[src/tvhi_pkg.sv]
`timescale 1ns / 1ps
// ----------------------------------------------------------------------------
// tvhi_pkg
// Shared types and constants for the timed vector history interpolator.
// ----------------------------------------------------------------------------
package tvhi_pkg;

    localparam int CAPACITY = 16;
    localparam int DIM      = 3;
    localparam int NCELL    = CAPACITY + 1;
    localparam int CNT_W    = $clog2(NCELL + 1);
    localparam int IDX_W    = $clog2(NCELL);
    localparam int FRAC_W   = 17;

    localparam logic [1:0] OP_STORE = 2'd0;
    localparam logic [1:0] OP_QUERY = 2'd1;
    localparam logic [1:0] OP_CLEAR = 2'd2;

    localparam logic [2:0] ST_INTERP = 3'd0;
    localparam logic [2:0] ST_EXACT  = 3'd1;
    localparam logic [2:0] ST_BEFORE = 3'd2;
    localparam logic [2:0] ST_AFTER  = 3'd3;
    localparam logic [2:0] ST_EMPTY  = 3'd4;

    localparam logic REG_MAX_POINTS   = 1'b0;
    localparam logic REG_TIME_EPSILON = 1'b1;

    typedef logic [DIM-1:0][31:0] vec_t;

    typedef struct packed {
        logic signed [31:0] time_val;
        vec_t               vec;
    } entry_t;

    typedef enum logic [1:0] {
        CELL_HOLD,
        CELL_LOAD,
        CELL_TAKE_PREV,
        CELL_TAKE_NEXT
    } cell_op_t;

    typedef enum logic [3:0] {
        S_IDLE,
        S_SEARCH,
        S_SELECT,
        S_DECIDE,
        S_EVICT,
        S_DIVIDE,
        S_BLEND,
        S_FINISH
    } state_t;

    typedef struct packed {
        logic [1:0]         operation;
        logic signed [31:0] sample_time;
        logic signed [31:0] value_x;
        logic signed [31:0] value_y;
        logic signed [31:0] value_z;
    } item_t;

    typedef struct packed {
        logic [2:0]         status;
        logic               evicted;
        logic               prev_valid;
        logic signed [31:0] prev_time;
        logic               next_valid;
        logic signed [31:0] next_time;
        logic signed [31:0] out_x;
        logic signed [31:0] out_y;
        logic signed [31:0] out_z;
    } result_t;

endpackage

[src/tvhi_cell.sv]
`timescale 1ns / 1ps
// ----------------------------------------------------------------------------
// tvhi_cell
// One table slot: holds a sample, shifts with its neighbors, compares time.
// ----------------------------------------------------------------------------
module tvhi_cell (
    input  logic                clk,
    input  tvhi_pkg::cell_op_t  op,
    input  tvhi_pkg::entry_t    load_data,
    input  tvhi_pkg::entry_t    prev_data,
    input  tvhi_pkg::entry_t    next_data,
    input  logic signed [31:0]  probe_time,
    output tvhi_pkg::entry_t    data,
    output logic                le
);

    tvhi_pkg::entry_t data_reg;

    always_ff @(posedge clk)
    begin
        case (op)
            tvhi_pkg::CELL_LOAD:      data_reg <= load_data;
            tvhi_pkg::CELL_TAKE_PREV: data_reg <= prev_data;
            tvhi_pkg::CELL_TAKE_NEXT: data_reg <= next_data;
            default:                  data_reg <= data_reg;
        endcase
    end

    assign data = data_reg;
    assign le   = (data_reg.time_val <= probe_time);

endmodule

[config.mk]
export PLATFORM = sky130hd
export DESIGN_NAME = tvhi_cell
export DESIGN_NICKNAME = d
export VERILOG_FILES = /design/src/tvhi_pkg.sv /design/src/tvhi_cell.sv
export SDC_FILE = /design/constraint.sdc
export NUM_CORES = 1
export LEC_CHECK = 0
export ABC_AREA = 1
export BUFFER_PORTS_ARGS = -buffer_cell sky130_fd_sc_hd__buf_2
export CAP_MARGIN = 5
export CORE_AREA = 10 10 205 207
export CTS_CLUSTER_SIZE = 12
export DETAILED_ROUTE_END_ITERATION = 8
export DIE_AREA = 0 0 215 217
export PLACE_DENSITY = 0.47
export SLEW_MARGIN = 15
export SYNTH_ARGS = -nofsm -noshare
export SYNTH_HDL_FRONTEND = slang
export SYNTH_SLANG_ARGS = --single-unit
[constraint.sdc]
create_clock -name clk -period 4.1 [get_ports clk]
set_clock_uncertainty 0.15 [all_clocks]
set_input_delay 0.615 -clock clk [delete_from_list [all_inputs] [get_ports clk]]
set_output_delay 0.615 -clock clk [all_outputs]
set_load 0.02 [all_outputs]
Word-level counts from Yosys, hierarchy flattened:

Index checks and enable logic that the tools add are counted.

* register bits after elaboration: 128
* input port bits: 419
* logic and storage cells: 10
* output and inout port bits: 129

* muxes and demuxes: 1
* reductions and logical operators: 1
* equality and inequality tests: 3
* order comparisons: 1

Operator list (count)
* 128-bit one-hot mux with 3 select lines: 1
* 32-bit less-or-equal comparator: 1
* 2-bit == test (second input constant): 2
* 3-bit nonzero test: 1
* 2-bit by 1-bit == test with 1-bit output (second input constant): 1

Depth between registers and ports, before layout:

* depth after elaboration: 2
* mapped depth: 15
* mapped depth without buffers: 15

Worst setup path after synthesis:

OpenSTA, ideal clock, no wires.

* path kind: input port to flip-flop
* from: in op[1]
* to: reg data_reg, in the netlist data[0], enable pin
* arrival: 3625 ps
* path slack: -172 ps
* stages: 2
* cells stage by stage: buf_2 or2_1

* longest elaborated chain between the ends: 2
* elaborated cells between the ends (all ways): 4
* those cells by class: eq/ne (3); reduce/logical (1)

Ends and longest elaborated chain
* start: declaration: RTL line tvhi_cell.sv:8 `input tvhi_pkg::cell_op_t op,`
* 2-bit == test or 2-bit by 1-bit == test with 1-bit output (tied branches): RTL line tvhi_cell.sv:21 `case (op)`
* 3-bit nonzero test (no line) (*)
* end signal: assignment: RTL line tvhi_cell.sv:22 `tvhi_pkg::CELL_LOAD: data_reg <= load_data;`
* end signal: assignment: RTL line tvhi_cell.sv:23 `tvhi_pkg::CELL_TAKE_PREV: data_reg <= prev_data;`
* end signal: assignment: RTL line tvhi_cell.sv:24 `tvhi_pkg::CELL_TAKE_NEXT: data_reg <= next_data;`
* end: declaration: RTL line tvhi_cell.sv:17 `tvhi_pkg::entry_t data_reg;`

Every way passes the cells marked *; elsewhere a longest branch is shown, timed or not.
A chain may end at the register's enable or synchronous reset.

Worst setup path in the final report:

* from: reg data_reg, in the netlist data[127]
* to: out le

* longest elaborated chain between the ends: 1

Ends and longest elaborated chain
* 32-bit less-or-equal comparator: RTL line tvhi_cell.sv:30 `assign le = (data_reg.time_val <= probe_time);`
* end: declaration: RTL line tvhi_cell.sv:14 `output logic le`

No other way between the ends.

==> impl_metrics.tcl <==
set metrics [dict create \
    largest_reg_flops 128 \
    hold_viol 0 \
    path_cells "ha_1, nand2_1, nor2_1, nand2_1, nor2_1, nand2_1, nand2_1, nand2_1, nand3_1, buf_2" \
    grt_max_degree 129 \
    crit_top_cell "nand2_1" \
    synthesis.nets 1296 \
    final_common_cell "buf_2" \
    synthXorXnorAreaFrac_pct 0 \
    drt-wirelength-per-cell_microns 18.6 \
    start_util_pct 19.0 \
    clock.fmax_mhz 346 \
    path_buf_inv 1 \
    relSlewSlack_pct 44.8 \
    ctsHtreeMaxLevel 4 \
    synth.avg_cell_area_sq_um 8.58 \
    area_growth_pct 51.9 \
    worstPathMaxFanout 4 \
    cts.sinks 128 \
    clk_pin_slew_worst_paths_ns 0.06 \
    postCtsSetupRepairBufs 0 \
    outcome "complete, no violations" \
    muxShareOfSynthArea_pct 0 \
    syn_area_sq_um 7250 \
    fin_tns_setup_ns 0 \
    design.die.area_sq_um 46700 \
    setup_viol 0 \
    drtPass1Iterations 5 \
    viasPerCell 4.31 \
    drive_above_1_share_pct 42.9 \
    cp-startpoint "data[127]" \
    cp_top_family "simple AND/OR/NAND/NOR gates" \
    synthAdderAreaFrac_pct 5.52 \
    fin_crit_sh_pct 70.4 \
    rsz0062_at_grt "no" \
    final_cell_mix "545 x buf_2, 295 x nand2_1, 259 x nand3_1" \
    cp.arrival_ns 2.12 \
    hold_class "input pin to register" \
    io_pins 548 \
    hpwl_mm 28.0 \
    crit_type "register to output port" \
    power_density_nw_per_um2 378 \
    syn_inst 845 \
    ant_nets 0 \
    core_area_sq_um 38100 \
    cp-end-kind "output port" \
    crit_slowest_cell "edfxtp_1" \
    cts_tree "yes" \
    synth_compound_area_share_pct 1.42 \
    first_global_vias 8650 \
    crit_required_ns 3.34 \
    maxCapViolCount 0 \
    tightest_slew_ns 0.827 \
    yosysSeqAreaShare_pct 53.0 \
    setup_slack_ns 1.21 \
    chipWidth_microns 215 \
    die-height_microns 217 \
    cts_hold_buf 0 \
    leakagePower_nw 5.52 \
    drtIter0Drc 481 \
    clock_tree.buffer_depth 2 \
    crit_end "le" \
    slowest_delay_ns 0.42 \
    antenna_found_initial 2 \
    io_buffers 547 \
    drc_errors 0 \
    dp_slack_ns 1.33 \
    wirelength_mm 35.2 \
    drv_slew 0 \
    rows 72 \
    numCtsBuffers 17 \
    yosys_register_bits 128 \
    gp_congestion 0.902 \
    synth_warnings 0 \
    start_kind "register" \
    ctsResizeCount 0 \
    cts-root-buf "clkbuf_16" \
    path_depth 10 \
    min_period_ns 2.89 \
    num_vias 8172 \
    yosys.area_share.simple_pct 34.0 \
    gr-usage-all-layers_pct 14.4 \
    synth_cell_types 19 \
    grt_overflow 0 \
    nets 1814 \
    ir_worst_vdd_mv 0.277 \
    total_power_w 0.00417 \
    synth_top_family_by_area "simple AND/OR/NAND/NOR gates" \
    grt_pass1_wl_mm 51.9 \
]
==> how the worst min path moves through the flow <==
stage,startpoint,endpoint,cells past startpoint
2_1_floorplan,prev_data[0],data[0],2
3_5_place_dp,prev_data[52],data[52],3
5_1_grt,prev_data[82],data[82],3
4_1_cts,prev_data[52],data[52],3
6_report,prev_data[52],data[52],3
3_3_place_gp,prev_data[68],data[68],3
==> final cells by class <==
class | instances | area, sq um
diodes | 2 | 5.00
clock buffers | 18 | 429
clock inverters | 12 | 121
fillers | 4188 | 27100
inverters | 42 | 160
multi-input cells | 619 | 2980
flip-flops and latches | 128 | 3840
well taps | 518 | 648
repair buffers | 555 | 2830
==> logic make-up (layout without fill, tap and decap cells) <==
| kind of cell | after synthesis | after routing |
|---|---|---|
| simple gates | 568 | 568 |
| other cells | 0 | 2 |
| flops | 128 | 128 |
| compound gates | 19 | 19 |
| fa+ha+maj | 32 | 32 |
| buf+inv | 98 | 627 |
==> power by group <==
part | total (W) | internal (W) | leakage [nW] | switching, W
clock | 0.00148 | 0.000880 | 0.269 | 0.000595
combinational | 0.00101 | 0.000375 | 3.93 | 0.000632
sequential | 0.00168 | 0.00163 | 1.32 | 0.0000547
==> stage by stage <==
stage,area [sq um],hold WS (ns),util (%),instances
CTS,11000,0.266,28.9,1892
global placement,10500,0.741,27.4,1862
floorplan,7250,0.655,-,845
detailed placement,10500,0.746,27.4,1862
finish,11000,0.312,28.9,1894
global route,11000,0.283,28.9,1894
==> synth_stat cells, drive strengths merged <==
master	number	area share, %
edfxtp	128	53
buf	43	3.2
o21a	2	0.21
nor2	11	0.60
a21oi	14	0.97
clkinv	1	0.052
nand4	2	0.17
a21o	1	0.10
or2	1	0.086
nand2	295	15
inv	41	2.1
o21ai	2	0.14
nand3	259	18
clkbuf	13	0.67
ha	32	5.5
==> per-layer routing <==
metal	part of all wire, %	global-route usage, %
met3	7.2	4.60
met2	51	25.4
met5	0	0
met4	2.1	4.90
met1	39	16.1
==> worst min-delay path: cells and delay by family <==
family | cells | cell delay [ns]
AND/OR/NAND/NOR | 2 | 0.09
buffers and inverters | 1 | 0.08
Note: power is estimated with default switching activity, not from simulation.
